$ cat config.mk
export PLATFORM = sky130hd
export DESIGN_NAME = split_sum_brdf_integrator
export DESIGN_NICKNAME = d
export VERILOG_FILES = /design/src/rtl/ssbi_pkg.sv /design/src/rtl/ssbi_mul.sv /design/src/rtl/ssbi_div.sv /design/src/rtl/ssbi_sqrt.sv /design/src/rtl/split_sum_brdf_integrator.sv
export SDC_FILE = /design/constraint.sdc
export NUM_CORES = 2
export LEC_CHECK = 0
export ABC_AREA = 0
export BUFFER_PORTS_ARGS = -buffer_cell sky130_fd_sc_hd__buf_2
export CORE_MARGIN = 2
export CORE_UTILIZATION = 55
export CTS_BUF_LIST = sky130_fd_sc_hd__clkbuf_8
export DETAILED_ROUTE_END_ITERATION = 16
export HOLD_SLACK_MARGIN = 0.1
export PLACE_DENSITY = 0.75
export SLEW_MARGIN = 0
export SYNTH_ARGS = -nofsm -noshare
export SYNTH_HDL_FRONTEND = slang
export SYNTH_SLANG_ARGS = --single-unit
$ cat constraint.sdc
create_clock -name aclk -period 15.1 [get_ports aclk]
set_clock_uncertainty 0.05 [all_clocks]
set_input_delay 1.51 -clock aclk [delete_from_list [all_inputs] [get_ports aclk]]
set_output_delay 1.51 -clock aclk [all_outputs]
set_load 0.05 [all_outputs]
$ cat src/rtl/ssbi_pkg.sv
// ----------------------------------------------------------------------------
// ssbi_pkg
// shared types and constants of the split-sum brdf integrator
// ----------------------------------------------------------------------------
package ssbi_pkg;

    localparam int unsigned IN_TDATA_W  = 72;
    localparam int unsigned OUT_TDATA_W = 32;

    // iterative divider geometry
    localparam int unsigned DIV_NUM_W = 64;
    localparam int unsigned DIV_DEN_W = 46;
    localparam int unsigned DIV_Q_W   = 33;
    localparam int unsigned DIV_CNT_W = 6;

    // iterative square root geometry
    localparam int unsigned SQ_RAD_W  = 30;
    localparam int unsigned SQ_ROOT_W = 15;
    localparam int unsigned SQ_CNT_W  = 4;

    localparam int unsigned MUL_W  = 35;
    localparam int unsigned PROD_W = 70;

    localparam logic [15:0] Q15_ONE = 16'd32768;
    localparam logic [29:0] SUM_MAX = 30'h3FFF_FFFF;
    localparam logic [19:0] W_MAX   = 20'hF_FFFF;

    typedef struct packed {
        logic done;
        logic ovf;
    } div_stat_t;

    typedef enum logic [4:0] {
        ST_IDLE,
        ST_VSQ,
        ST_ROOT_GO,
        ST_ROOT,
        ST_HX,
        ST_HZ,
        ST_VD,
        ST_NDL,
        ST_CHK,
        ST_KSET,
        ST_D1M,
        ST_D1GO,
        ST_DIV1,
        ST_D2M,
        ST_D2GO,
        ST_DIV2,
        ST_GM,
        ST_GSET,
        ST_HVM,
        ST_WM,
        ST_WGO,
        ST_DIV3,
        ST_F4M,
        ST_F5M,
        ST_F5,
        ST_SC,
        ST_BI,
        ST_BADD,
        ST_DONE
    } state_t;

endpackage

$ cat src/rtl/ssbi_mul.sv
// ----------------------------------------------------------------------------
// ssbi_mul
// shared signed multiplier with registered product
// ----------------------------------------------------------------------------
module ssbi_mul (
    input  logic                                 aclk,
    input  logic signed [ssbi_pkg::MUL_W-1:0]    mul_a,
    input  logic signed [ssbi_pkg::MUL_W-1:0]    mul_b,
    output logic signed [ssbi_pkg::PROD_W-1:0]   prod
);
    import ssbi_pkg::*;

    logic signed [PROD_W-1:0] prod_reg;

    always_ff @(posedge aclk) begin
        prod_reg <= mul_a * mul_b;
    end

    assign prod = prod_reg;

endmodule

$ cat src/rtl/ssbi_div.sv
// ----------------------------------------------------------------------------
// ssbi_div
// restoring divider, one quotient bit per cycle, overflow flag
// ----------------------------------------------------------------------------
module ssbi_div (
    input  logic                                aclk,
    input  logic                                aresetn,
    input  logic                                start,
    input  logic [ssbi_pkg::DIV_NUM_W-1:0]      num,
    input  logic [ssbi_pkg::DIV_DEN_W-1:0]      den,
    output logic [ssbi_pkg::DIV_Q_W-1:0]        quot,
    output ssbi_pkg::div_stat_t                 stat
);
    import ssbi_pkg::*;

    logic [DIV_DEN_W:0]   rem_reg, rem_next;
    logic [DIV_Q_W-1:0]   sh_reg, sh_next;
    logic [DIV_DEN_W-1:0] den_reg, den_next;
    logic [DIV_CNT_W-1:0] cnt_reg, cnt_next;
    logic                 busy_reg, busy_next;
    logic                 done_reg, done_next;
    logic                 ovf_reg, ovf_next;
    logic [DIV_DEN_W:0]   rem_s;
    logic [DIV_DEN_W:0]   init_rem;

    always_ff @(posedge aclk) begin
        if (!aresetn) begin
            busy_reg <= 1'b0;
            done_reg <= 1'b0;
            cnt_reg  <= '0;
        end else begin
            busy_reg <= busy_next;
            done_reg <= done_next;
            cnt_reg  <= cnt_next;
        end
        rem_reg <= rem_next;
        sh_reg  <= sh_next;
        den_reg <= den_next;
        ovf_reg <= ovf_next;
    end

    always_comb begin
        rem_next  = rem_reg;
        sh_next   = sh_reg;
        den_next  = den_reg;
        cnt_next  = cnt_reg;
        busy_next = busy_reg;
        ovf_next  = ovf_reg;
        done_next = 1'b0;
        init_rem  = (DIV_DEN_W+1)'(num[DIV_NUM_W-1:DIV_Q_W]);
        rem_s     = {rem_reg[DIV_DEN_W-1:0], sh_reg[DIV_Q_W-1]};
        if (start && !busy_reg) begin
            rem_next  = init_rem;
            sh_next   = num[DIV_Q_W-1:0];
            den_next  = den;
            ovf_next  = (init_rem >= {1'b0, den});
            cnt_next  = DIV_CNT_W'(DIV_Q_W - 1);
            busy_next = 1'b1;
        end else if (busy_reg) begin
            if (rem_s >= {1'b0, den_reg}) begin
                rem_next = rem_s - {1'b0, den_reg};
                sh_next  = {sh_reg[DIV_Q_W-2:0], 1'b1};
            end else begin
                rem_next = rem_s;
                sh_next  = {sh_reg[DIV_Q_W-2:0], 1'b0};
            end
            if (cnt_reg == '0) begin
                busy_next = 1'b0;
                done_next = 1'b1;
            end else begin
                cnt_next = cnt_reg - 1'b1;
            end
        end
    end

    assign quot      = sh_reg;
    assign stat.done = done_reg;
    assign stat.ovf  = ovf_reg;

endmodule

$ cat src/rtl/ssbi_sqrt.sv
// ----------------------------------------------------------------------------
// ssbi_sqrt
// digit-by-digit floor square root, one root bit per cycle
// ----------------------------------------------------------------------------
module ssbi_sqrt (
    input  logic                               aclk,
    input  logic                               aresetn,
    input  logic                               start,
    input  logic [ssbi_pkg::SQ_RAD_W-1:0]      rad,
    output logic [ssbi_pkg::SQ_ROOT_W-1:0]     root,
    output logic                               done
);
    import ssbi_pkg::*;

    localparam int unsigned REM_W = SQ_ROOT_W + 3;

    logic [REM_W-1:0]     rem_reg, rem_next;
    logic [SQ_ROOT_W-1:0] root_reg, root_next;
    logic [SQ_RAD_W-1:0]  rad_reg, rad_next;
    logic [SQ_CNT_W-1:0]  cnt_reg, cnt_next;
    logic                 busy_reg, busy_next;
    logic                 done_reg, done_next;
    logic [REM_W-1:0]     rem_s, trial;

    always_ff @(posedge aclk) begin
        if (!aresetn) begin
            busy_reg <= 1'b0;
            done_reg <= 1'b0;
            cnt_reg  <= '0;
        end else begin
            busy_reg <= busy_next;
            done_reg <= done_next;
            cnt_reg  <= cnt_next;
        end
        rem_reg  <= rem_next;
        root_reg <= root_next;
        rad_reg  <= rad_next;
    end

    always_comb begin
        rem_next  = rem_reg;
        root_next = root_reg;
        rad_next  = rad_reg;
        cnt_next  = cnt_reg;
        busy_next = busy_reg;
        done_next = 1'b0;
        rem_s     = {rem_reg[REM_W-3:0], rad_reg[SQ_RAD_W-1:SQ_RAD_W-2]};
        trial     = {1'b0, root_reg, 2'b01};
        if (start && !busy_reg) begin
            rem_next  = '0;
            root_next = '0;
            rad_next  = rad;
            cnt_next  = SQ_CNT_W'(SQ_ROOT_W - 1);
            busy_next = 1'b1;
        end else if (busy_reg) begin
            rad_next = {rad_reg[SQ_RAD_W-3:0], 2'b00};
            if (rem_s >= trial) begin
                rem_next  = rem_s - trial;
                root_next = {root_reg[SQ_ROOT_W-2:0], 1'b1};
            end else begin
                rem_next  = rem_s;
                root_next = {root_reg[SQ_ROOT_W-2:0], 1'b0};
            end
            if (cnt_reg == '0) begin
                busy_next = 1'b0;
                done_next = 1'b1;
            end else begin
                cnt_next = cnt_reg - 1'b1;
            end
        end
    end

    assign root = root_reg;
    assign done = done_reg;

endmodule

$ cat src/rtl/split_sum_brdf_integrator.sv
// ----------------------------------------------------------------------------
// split_sum_brdf_integrator
// ggx split-sum environment brdf integration, one sample per input word
// ----------------------------------------------------------------------------
// usage
//   s_ channel: one half-vector sample per word, view cosine and roughness
//   repeated through a run; s_tlast marks the last sample of the run
//   m_ channel: one word per run with the scale and bias averages
//   the block works on one sample at a time: s_tready stays low from accept
//   until the sample is done; a counted sample uses one 15-step square root,
//   three 33-step divisions on the shared divider and 15 passes through the
//   shared multiplier; with zero k and a light term that rounds to zero the
//   second division is skipped
//   a sample that fails the geometry test (light below the horizon, or vdoth
//   or hz not positive) adds nothing to the sums
//   m_tvalid rises once the last sample is done, later while the previous
//   result is still unread
//   the result sits in an output register; new samples are taken while it
//   waits, only the next last sample waits until the old result is taken
//   reset clears the sums, the sequencer and the output valid
// ----------------------------------------------------------------------------
module split_sum_brdf_integrator #(
    parameter int unsigned LOG2_SAMPLES = 10
) (
    input  logic                                  aclk,
    input  logic                                  aresetn,
    input  logic                                  s_tvalid,
    output logic                                  s_tready,
    // view_cosine[15:0], surface_roughness[31:16], half_x[48:32],
    // half_z[64:49], zero pad above
    input  logic [ssbi_pkg::IN_TDATA_W-1:0]       s_tdata,
    input  logic                                  s_tlast,
    output logic                                  m_tvalid,
    input  logic                                  m_tready,
    // scale_a[15:0], bias_b[31:16]
    output logic [ssbi_pkg::OUT_TDATA_W-1:0]      m_tdata
);
    import ssbi_pkg::*;

    // registers
    state_t             state_reg, state_next;
    logic [15:0]        v_reg, v_next;
    logic [15:0]        r_reg, r_next;
    logic signed [16:0] hx_reg, hx_next;
    logic [15:0]        hz_reg, hz_next;
    logic               last_reg, last_next;
    logic [14:0]        vx_reg, vx_next;
    logic signed [32:0] t_reg, t_next;
    logic signed [32:0] vdoth_reg, vdoth_next;
    logic [17:0]        nl_reg, nl_next;
    logic [29:0]        k_reg, k_next;
    logic [32:0]        g1v_reg, g1v_next;
    logic [32:0]        g1n_reg, g1n_next;
    logic [33:0]        g_reg, g_next;
    logic [45:0]        den_reg, den_next;
    logic [19:0]        w_reg, w_next;
    logic [15:0]        fc_reg, fc_next;
    logic [15:0]        f5_reg, f5_next;
    logic [29:0]        scale_sum_reg, scale_sum_next;
    logic [29:0]        bias_sum_reg, bias_sum_next;
    logic               m_tvalid_reg, m_tvalid_next;
    logic [31:0]        m_tdata_reg, m_tdata_next;

    // shared units
    logic signed [MUL_W-1:0]  mul_a, mul_b;
    logic signed [PROD_W-1:0] prod;
    logic                     div_start;
    logic [DIV_NUM_W-1:0]     div_num;
    logic [DIV_DEN_W-1:0]     div_den;
    logic [DIV_Q_W-1:0]       div_q;
    div_stat_t                div_st;
    logic                     sq_start;
    logic [SQ_RAD_W-1:0]      sq_rad;
    logic [SQ_ROOT_W-1:0]     sq_root;
    logic                     sq_done;

    // helpers
    logic signed [49:0] ndotl_c;
    logic signed [49:0] nl_tmp;
    logic [33:0]        vd_tmp;
    logic [18:0]        vd15;
    logic [34:0]        dsum;
    logic [30:0]        one_minus_k;
    logic [21:0]        rq;
    logic [30:0]        add_s;
    logic [30:0]        add_b;
    logic [30:0]        avg_s, avg_b;
    logic [30:0]        half_lsb;
    logic [15:0]        in_v, in_r, in_hz;
    logic signed [16:0] in_hx;
    logic               out_free;

    ssbi_mul u_mul (
        .aclk  (aclk),
        .mul_a (mul_a),
        .mul_b (mul_b),
        .prod  (prod)
    );

    ssbi_div u_div (
        .aclk    (aclk),
        .aresetn (aresetn),
        .start   (div_start),
        .num     (div_num),
        .den     (div_den),
        .quot    (div_q),
        .stat    (div_st)
    );

    ssbi_sqrt u_sqrt (
        .aclk    (aclk),
        .aresetn (aresetn),
        .start   (sq_start),
        .rad     (sq_rad),
        .root    (sq_root),
        .done    (sq_done)
    );

    function automatic logic signed [MUL_W-1:0] uext(input logic [MUL_W-2:0] x);
        return $signed({1'b0, x});
    endfunction

    // round a q15 product half up
    function automatic logic [21:0] rnd_q15(input logic signed [PROD_W-1:0] x);
        logic [37:0] t;
        t = x[37:0] + 38'd16384;
        return t[36:15];
    endfunction

    function automatic logic [15:0] avg_sat(input logic [30:0] x);
        return (x > 31'd65535) ? 16'hFFFF : x[15:0];
    endfunction

    // input clamping
    always_comb begin
        in_v = s_tdata[15:0];
        if (in_v == 16'd0) in_v = 16'd1;
        if (in_v > Q15_ONE) in_v = Q15_ONE;
        in_r = s_tdata[31:16];
        if (in_r > Q15_ONE) in_r = Q15_ONE;
        in_hz = s_tdata[64:49];
        if (in_hz > Q15_ONE) in_hz = Q15_ONE;
        in_hx = $signed(s_tdata[48:32]);
        if (in_hx[16]) begin
            if (in_hx < -17'sd32768) in_hx = -17'sd32768;
        end else begin
            if (in_hx > 17'sd32768) in_hx = 17'sd32768;
        end
    end

    always_ff @(posedge aclk) begin
        if (!aresetn) begin
            state_reg     <= ST_IDLE;
            scale_sum_reg <= '0;
            bias_sum_reg  <= '0;
            m_tvalid_reg  <= 1'b0;
        end else begin
            state_reg     <= state_next;
            scale_sum_reg <= scale_sum_next;
            bias_sum_reg  <= bias_sum_next;
            m_tvalid_reg  <= m_tvalid_next;
        end
        v_reg       <= v_next;
        r_reg       <= r_next;
        hx_reg      <= hx_next;
        hz_reg      <= hz_next;
        last_reg    <= last_next;
        vx_reg      <= vx_next;
        t_reg       <= t_next;
        vdoth_reg   <= vdoth_next;
        nl_reg      <= nl_next;
        k_reg       <= k_next;
        g1v_reg     <= g1v_next;
        g1n_reg     <= g1n_next;
        g_reg       <= g_next;
        den_reg     <= den_next;
        w_reg       <= w_next;
        fc_reg      <= fc_next;
        f5_reg      <= f5_next;
        m_tdata_reg <= m_tdata_next;
    end

    // sequencer
    always_comb begin
        state_next     = state_reg;
        v_next         = v_reg;
        r_next         = r_reg;
        hx_next        = hx_reg;
        hz_next        = hz_reg;
        last_next      = last_reg;
        vx_next        = vx_reg;
        t_next         = t_reg;
        vdoth_next     = vdoth_reg;
        nl_next        = nl_reg;
        k_next         = k_reg;
        g1v_next       = g1v_reg;
        g1n_next       = g1n_reg;
        g_next         = g_reg;
        den_next       = den_reg;
        w_next         = w_reg;
        fc_next        = fc_reg;
        f5_next        = f5_reg;
        scale_sum_next = scale_sum_reg;
        bias_sum_next  = bias_sum_reg;
        m_tdata_next   = m_tdata_reg;
        out_free       = !m_tvalid_reg || m_tready;
        m_tvalid_next  = m_tvalid_reg && !m_tready;

        mul_a     = '0;
        mul_b     = '0;
        div_start = 1'b0;
        div_num   = '0;
        div_den   = '0;
        sq_start  = 1'b0;
        sq_rad    = 30'(31'h4000_0000 - {1'b0, prod[29:0]});

        ndotl_c     = $signed({prod[48:0], 1'b0}) - $signed({4'b0, v_reg, 30'b0});
        nl_tmp      = ndotl_c + 50'sd536870912;
        vd_tmp      = {1'b0, vdoth_reg} + 34'd16384;
        vd15        = vd_tmp[33:15];
        one_minus_k = 31'h4000_0000 - {1'b0, k_reg};
        dsum        = prod[48:15] + {5'b0, k_reg};
        rq          = rnd_q15(prod);
        add_s       = {1'b0, scale_sum_reg} + {9'b0, rq};
        add_b       = {1'b0, bias_sum_reg} + {9'b0, rq};
        half_lsb    = 31'd1 << (LOG2_SAMPLES - 1);
        avg_s       = ({1'b0, scale_sum_reg} + half_lsb) >> LOG2_SAMPLES;
        avg_b       = ({1'b0, bias_sum_reg} + half_lsb) >> LOG2_SAMPLES;

        case (state_reg)
            ST_IDLE: begin
                if (s_tvalid) begin
                    v_next     = in_v;
                    r_next     = in_r;
                    hx_next    = in_hx;
                    hz_next    = in_hz;
                    last_next  = s_tlast;
                    state_next = ST_VSQ;
                end
            end
            ST_VSQ: begin
                mul_a      = uext(34'(v_reg));
                mul_b      = uext(34'(v_reg));
                state_next = ST_ROOT_GO;
            end
            ST_ROOT_GO: begin
                sq_start   = 1'b1;
                state_next = ST_ROOT;
            end
            ST_ROOT: begin
                if (sq_done) begin
                    vx_next    = sq_root;
                    state_next = ST_HX;
                end
            end
            ST_HX: begin
                mul_a      = uext(34'(vx_reg));
                mul_b      = MUL_W'(hx_reg);
                state_next = ST_HZ;
            end
            ST_HZ: begin
                t_next     = prod[32:0];
                mul_a      = uext(34'(v_reg));
                mul_b      = uext(34'(hz_reg));
                state_next = ST_VD;
            end
            ST_VD: begin
                vdoth_next = t_reg + $signed(prod[32:0]);
                state_next = ST_NDL;
            end
            ST_NDL: begin
                mul_a      = MUL_W'(vdoth_reg);
                mul_b      = uext(34'(hz_reg));
                state_next = ST_CHK;
            end
            ST_CHK: begin
                nl_next = nl_tmp[47:30];
                // sample counts only with positive vdoth, hz and ndotl
                if (!vdoth_reg[32] && (vdoth_reg != '0) && (hz_reg != '0)
                        && !ndotl_c[49] && (ndotl_c != '0)) begin
                    mul_a      = uext(34'(r_reg));
                    mul_b      = uext(34'(r_reg));
                    state_next = ST_KSET;
                end else begin
                    state_next = ST_DONE;
                end
            end
            ST_KSET: begin
                k_next     = prod[30:1];
                state_next = ST_D1M;
            end
            ST_D1M: begin
                mul_a      = uext(34'(v_reg));
                mul_b      = uext(34'(one_minus_k));
                state_next = ST_D1GO;
            end
            ST_D1GO: begin
                div_start  = 1'b1;
                div_num    = {3'b0, v_reg, 45'b0};
                div_den    = 46'(dsum);
                state_next = ST_DIV1;
            end
            ST_DIV1: begin
                if (div_st.done) begin
                    g1v_next   = div_q;
                    state_next = ST_D2M;
                end
            end
            ST_D2M: begin
                mul_a      = uext(34'(nl_reg));
                mul_b      = uext(34'(one_minus_k));
                state_next = ST_D2GO;
            end
            ST_D2GO: begin
                // vanishing light term with zero k counts as one
                if (dsum == '0) begin
                    g1n_next   = 33'h0_4000_0000;
                    state_next = ST_GM;
                end else begin
                    div_start  = 1'b1;
                    div_num    = {1'b0, nl_reg, 45'b0};
                    div_den    = 46'(dsum);
                    state_next = ST_DIV2;
                end
            end
            ST_DIV2: begin
                if (div_st.done) begin
                    g1n_next   = div_q;
                    state_next = ST_GM;
                end
            end
            ST_GM: begin
                mul_a      = uext(34'(g1v_reg));
                mul_b      = uext(34'(g1n_reg));
                state_next = ST_GSET;
            end
            ST_GSET: begin
                g_next     = prod[63:30];
                state_next = ST_HVM;
            end
            ST_HVM: begin
                mul_a      = uext(34'(hz_reg));
                mul_b      = uext(34'(v_reg));
                state_next = ST_WM;
            end
            ST_WM: begin
                den_next   = {prod[30:0], 15'b0};
                mul_a      = uext(g_reg);
                mul_b      = MUL_W'(vdoth_reg);
                state_next = ST_WGO;
            end
            ST_WGO: begin
                div_start  = 1'b1;
                div_num    = prod[63:0];
                div_den    = den_reg;
                state_next = ST_DIV3;
            end
            ST_DIV3: begin
                if (div_st.done) begin
                    if (div_st.ovf || (div_q > 33'(W_MAX))) begin
                        w_next = W_MAX;
                    end else begin
                        w_next = div_q[19:0];
                    end
                    // fresnel base, vdoth clamped to one
                    if (vd15 > 19'(Q15_ONE)) begin
                        fc_next = '0;
                    end else begin
                        fc_next = Q15_ONE - vd15[15:0];
                    end
                    state_next = ST_F4M;
                end
            end
            ST_F4M: begin
                mul_a      = uext(34'(fc_reg));
                mul_b      = uext(34'(fc_reg));
                state_next = ST_F5M;
            end
            ST_F5M: begin
                // square of fc squared
                mul_a      = uext(34'(rq[15:0]));
                mul_b      = uext(34'(rq[15:0]));
                state_next = ST_F5;
            end
            ST_F5: begin
                mul_a      = uext(34'(rq[15:0]));
                mul_b      = uext(34'(fc_reg));
                state_next = ST_SC;
            end
            ST_SC: begin
                f5_next    = rq[15:0];
                mul_a      = uext(34'(Q15_ONE - rq[15:0]));
                mul_b      = uext(34'(w_reg));
                state_next = ST_BI;
            end
            ST_BI: begin
                scale_sum_next = (add_s > {1'b0, SUM_MAX}) ? SUM_MAX : add_s[29:0];
                mul_a          = uext(34'(f5_reg));
                mul_b          = uext(34'(w_reg));
                state_next     = ST_BADD;
            end
            ST_BADD: begin
                // bias product lands here
                bias_sum_next = (add_b > {1'b0, SUM_MAX}) ? SUM_MAX : add_b[29:0];
                state_next    = ST_DONE;
            end
            ST_DONE: begin
                if (last_reg) begin
                    if (out_free) begin
                        m_tdata_next   = {avg_sat(avg_b), avg_sat(avg_s)};
                        m_tvalid_next  = 1'b1;
                        scale_sum_next = '0;
                        bias_sum_next  = '0;
                        state_next     = ST_IDLE;
                    end
                end else begin
                    state_next = ST_IDLE;
                end
            end
            default: begin
                state_next = ST_IDLE;
            end
        endcase
    end

    assign s_tready = (state_reg == ST_IDLE);
    assign m_tvalid = m_tvalid_reg;
    assign m_tdata  = m_tdata_reg;

    // sequencer handles one word at a time
    assert property (@(posedge aclk) disable iff (!aresetn)
        (s_tvalid && s_tready) |=> !s_tready)
        else $error("second word taken while busy");

    // sums are cleared together with the emit
    assert property (@(posedge aclk) disable iff (!aresetn)
        $rose(m_tvalid) |-> (scale_sum_reg == '0) && (bias_sum_reg == '0))
        else $error("sums not cleared on emit");

    // root unit finishes only while the sequencer waits for it
    assert property (@(posedge aclk) disable iff (!aresetn)
        sq_done |-> (state_reg == ST_ROOT))
        else $error("unexpected root completion");

    // divider finishes only in a divide wait state
    assert property (@(posedge aclk) disable iff (!aresetn)
        div_st.done |-> (state_reg == ST_DIV1 || state_reg == ST_DIV2
                         || state_reg == ST_DIV3))
        else $error("unexpected divide completion");

endmodule

**Word level (Yosys, flattened, before mapping)**

Cells that the tools add are included.

- Equality and inequality tests: 39
- Bitwise operators: 5
- Magnitude comparators: 14
- Add/sub/neg operators: 18
- Multiply operators: 1
- Reduce and logical (&&, ||, !) cells: 53
- Multiplexer cells: 60

Operators with widths:

| kind | number |
|---|---|
| 35-bit one-hot mux with 12 select lines | 1 |
| 35-bit one-hot mux with 10 select lines | 1 |
| 64-bit one-hot mux with 3 select lines | 1 |
| 30-bit two-way mux | 6 |
| 5-bit one-hot mux with 29 select lines | 1 |
| 46-bit one-hot mux with 3 select lines | 1 |
| 33-bit two-way mux | 4 |
| 30-bit one-hot mux with 2 select lines | 2 |
| 16-bit two-way mux | 5 |
| 33-bit one-hot mux with 2 select lines | 1 |
| 5-bit == test, second input constant | 13 |
| 35-bit by 35-bit multiplier with 64-bit output | 1 |
| 63-bit two-way mux | 1 |
| 30-bit by 10-bit adder with 31-bit output, second input constant | 2 |
| 30-bit by 22-bit adder with 31-bit output | 2 |
| 31-bit by 30-bit > comparator with 1-bit output, second input constant | 2 |
| 31-bit two-way mux | 2 |
| 50-bit nonzero test | 1 |
| 50-bit by 47-bit subtractor with 50-bit output | 1 |
| 48-bit by 31-bit adder with 48-bit output, second input constant | 1 |
| 16-bit > comparator, second input constant | 3 |
| 47-bit by 46-bit >= comparator with 1-bit output | 1 |
| 31-bit by 46-bit >= comparator with 1-bit output | 1 |
| 46-bit two-way mux | 1 |
| 49 further kinds | 135 |

- Output and inout bits: 34
- Input port bits: 77
- Flip-flop bits (word level): 741

**Depth between registers and ports, before layout**

- Depth after elaboration: 8
- Mapped depth: 47
- Gate-level depth less buffers: 44

**Modules after synthesis**

A second synthesis with hierarchy kept.

- Cell total of the unflattened synthesis: 9122
- Area total of the unflattened synthesis: 87757.9 µm²

Modules (own cells, without submodules):

| module | area an instance (µm²) | cells each | times used |
|---|---|---|---|
| ssbi_mul | 45239.6 | 4760 | 1 |
| split_sum_brdf_integrator | 30295.3 | 3084 | 1 |
| ssbi_div | 8798.4 | 954 | 1 |
| ssbi_sqrt | 3424.5 | 324 | 1 |

**Least setup slack after synthesis**

OpenSTA, ideal clock, no wires.

- Path type: register to register
- Start point: reg u_mul.prod_reg[29] (netlist: u_mul.prod[29])
- End point: reg u_mul.prod_reg[62] (netlist: u_mul.prod[62])
- Cell stages (with the launch flop): 44
- Required time: 14.978 ns
- Clock period less this slack: 11.146 ns
- Setup slack: 3.954 ns
- Arrival: 11.024 ns
- Cell sequence: dfxtp_1 inv_1 ha_1 fa_1 nor2b_1 o31ai_1 a21oi_1 a21boi_0 o21ba_2 a311oi_1 nand4_1 o31ai_2 nor3_2 buf_6 buf_4 a21oi_2 buf_2 nor2_1 (+8 left out) fa_1 fa_1 fa_1 inv_1 fa_1 inv_1 ha_1 clkbuf_1 nand3_1 nor3b_1 nor4b_1 a22oi_1 o2111a_1 nor3_1 a31o_2 a221oi_1 o31ai_1 xor2_1

- Cells in the longest elaborated chain, start to end: 7

RTL lines:

| what | RTL line | text |
|---|---|---|
| start: declaration | ssbi_mul.sv:13 | `logic signed [PROD_W-1:0] prod_reg;` |
| start signal: assignment | ssbi_mul.sv:16 | `prod_reg <= mul_a * mul_b;` |
| branches (longest 6 deep; another with 37-bit by 15-bit adder with 37-bit output) | n/a |  |
| 35-bit by 35-bit multiplier with 64-bit output * | ssbi_mul.sv:16 |  |

Mark *: on every way between the ends.
A chain may end at the register's enable or synchronous reset.

**Worst setup path after layout**

- Start point: reg u_mul.prod_reg[21] (netlist: u_mul.prod[21])
- End point: reg u_mul.prod_reg[62] (netlist: u_mul.prod[62])

RTL lines:

| what | RTL line | text |
|---|---|---|
| 37-bit by 15-bit adder with 37-bit output * | split_sum_brdf_integrator.sv:126 | `t = x[37:0] + 38'd16384;` |
| via rq[10] | split_sum_brdf_integrator.sv:84 | `logic [21:0] rq;` |
| 16-bit by 16-bit subtractor with 17-bit output | split_sum_brdf_integrator.sv:392 | `mul_a = uext(34'(Q15_ONE - rq[15:0]));` |
| 35-bit one-hot mux with 12 select lines | split_sum_brdf_integrator.sv:230 | `case (state_reg)` |
| 35-bit by 35-bit multiplier with 64-bit output * | ssbi_mul.sv:16 |  |

The timed path passes the listed nets; every way through them passes the cells marked *.

==> results.cfg <==
[logic_synthesis]
syn_area_sq_um = 83400
synth_warnings = 0
synth.area.top_cells = fa_1 30%, edfxtp_1 20%, inv_1 6.8%
ys.flop_type = edfxtp_1
synth-simple-area-share = 0.145
synth_top_cells_by_count = 1511 x inv_1, 1240 x fa_1, 988 x nor2_1, 802 x nand2_1, 551 x edfxtp_1
yosysTopAreaCellShare = 0.298
synthArstFlopShare = 0
synth-adder-area-share = 0.362
ys_seq_area_frac = 0.244
synth_seq_cells = 741
synth_area_per_cell_sq_um = 9.49
synthCells = 8789
synth_compound_area_frac = 0.114
yosysMostFrequentCell = inv_1
muxShareOfSynthArea = 0.00383
post-synth-top-area-cell = fa_1
synth-edff-count = 551
synth_cell_type_count = 102
synth_top_family_by_area = adder cells
synthXorXnorAreaFrac = 0.0418

[clock_tree]
tritoncts = built
cts_num_sinks = 741
cts_buffer_depth = 3
cts-root-buf = clkbuf_8
cts_max_level = 3
cts-resized-gates = 0
cts_hold_buf = 0
post-cts-setup-buffers = 0
cts.clk_slew.worst_paths_ns = 0.07
cts_made_buffers = 115
clk_latency_ns = 0.83

[worst_setup_path]
slowest_delay_ns = 0.96
cp-start-kind = register
cpMostUsedCell = fa_1
slowest_stage = and2_1
path_max_fanout = 21
end_kind = register
required_ns = 15.69
crit_type = register to register
arrival_ns = 14.72

[pwr]
powerDensity_nw_per_um2 = 151
p_leak_nw = 40.4
internal-power_mw = 6.47
p_sw_mw = 7.04
comb_power_share = 0.652
switching_share = 0.521
vdd_drop_max_mv = 0.449
clkPwrFrac = 0.130
p_seq_frac = 0.218
total_power_mw = 13.5

[finish]
syn2layout_area_growth_pct = 7.03
drive_gt1_frac = 0.0757
fin_nets = 10601
largest_reg_flops = 64
fill_cells = 12756
final_area_sq_um = 89300

[die]
die_w_um = 393
std_cell_rows = 142
die_h_um = 393
die-area_sq_um = 155000
core-area_sq_um = 150000
io_pins = 111
start_util = 0.556

[place]
port_buffers = 103
place_area_sq_um = 86900
dp_hpwl_um = 216000
globalplace.congestion = 1.03
post-place-ws_ns = 1.60

[detailed_routing]
viasPerCell = 6.15
ant_nets = 0
wl_per_cell_um = 25.4
drc = 0
first_pass_iters = 9
wl_um = 279000
drtIter0Drc = 8431
vias = 67539

[global_routing]
grt_antenna_before_repair = 18
grt_pass1_wl_um = 421000
met1_usage = 0.471
grt_max_degree = 78
grt.busiest_layer = met2
grt_pass1_vias = 68214
grt.total_usage = 0.363
grt_remaining_overflow = 0
gr-usage-met2 = 0.527
gr-usage-met3 = 0.115

[sta]
finalHoldViolCount = 0
max-slew-margin-rel = 0.102
setup_viol = 0
fin_ws_ns = 0.976
timing.final.crit_share = 0.935
rsz0062_at_grt = no
min_period_ns = 14.12
tns_ns = 0
slew_viol_final = 0
worstMarginPinSlew_ns = 1.34
fmax_ghz = 0.0708

[hold_path]
hold_path_class = register to register

[outcome]
status = complete, no violations

[run]
maxCapViolCount = 0
==> worst max-delay path, delay by kind of cell, from the launching register on <==
kind / cells / cell delay (ns)
simple gates: 8 / 3.09
xor+xnor: 2 / 0.56
fa+ha+maj: 9 / 4.27
compound gates: 11 / 3.87
flops: 1 / 0.71
buf+inv: 7 / 1.37
==> metrics by stage <==
stage / hold WS [ns] / utilization / instances
2_1_floorplan: 0.356 / - / 8812
3_3_place_gp: 0.378 / 0.579 / 10752
3_5_place_dp: 0.383 / 0.579 / 10752
4_1_cts: 0.397 / 0.594 / 10970
5_1_grt: 0.408 / 0.594 / 10974
6_report: 0.402 / 0.595 / 10982
==> power by group through the flow <==
| stage | Sequential, mW | Combinational [mW] | Clock [mW] |
|---|---|---|---|
| final | 2.94 | 8.81 | 1.76 |
| after global routing | 2.93 | 9.52 | 1.83 |
| after CTS | 2.91 | 8.61 | 1.75 |
| after detailed placement | 2.94 | 8.54 | 0 |
| after global placement | 2.94 | 8.40 | 0 |
| after floorplan | 2.76 | 5.67 | 0 |
==> cells by family (layout without fill, tap and decap cells) <==
family / Yosys count / after routing
fa+ha+maj: 1670 / 1670
xor+xnor: 398 / 398
buf+inv: 1919 / 2062
flops: 741 / 741
other cells: 2 / 36
simple gates: 2669 / 2669
mux: 30 / 30
compound gates: 1360 / 1360
==> layout make-up <==
| type | instances | area (sq um) | area share |
|---|---|---|---|
| diodes | 11 | 27.5 | 0.000308 |
| well taps | 2016 | 2520 | 0.0283 |
| multi-input cells | 6152 | 56100 | 0.629 |
| clock buffers | 136 | 1870 | 0.0210 |
| clock inverters | 82 | 462 | 0.00517 |
| inverters | 1516 | 5690 | 0.0637 |
| flip-flops and latches | 741 | 20300 | 0.228 |
| repair buffers | 328 | 2220 | 0.0249 |
==> path summary, 6_finish.rpt <==
check	startpoint	to	slack, ns	depth (start not counted)
worst max-delay path	u_mul.prod[21]	u_mul.prod[62]	0.98	37
worst min-delay path	u_sqrt.root[14]	vx_reg[14]	0.40	0
worst max register to register	u_mul.prod[21]	u_mul.prod[62]	0.98	37
worst min register to register	u_sqrt.root[14]	vx_reg[14]	0.40	0
==> placed cells by master, fill, tap and decap left out, types with 103 or more instances in the layout <==
cell / n
xnor2_1: 242
clkbuf_8: 136
nor3_1: 104
nor2_1: 968
fa_1: 1240
a21oi_1: 308
and2_1: 108
nand3_1: 124
nand2b_1: 122
o21ai_0: 206
dfxtp_1: 190
edfxtp_1: 551
a21o_1: 133
buf_2: 103
nand2_1: 801
xor2_1: 156
buf_4: 224
ha_1: 430
inv_1: 1555
==> routing by layer <==
| metal | vias to the layer above | part of all wire |
|---|---|---|
| li1 | 28625 | - |
| met1 | 33396 | 0.36 |
| met2 | 4400 | 0.42 |
| met3 | 1106 | 0.14 |
| met4 | 12 | 0.079 |
| met5 | - | 0.00027 |
Note: power is estimated with default switching activity, not from simulation.
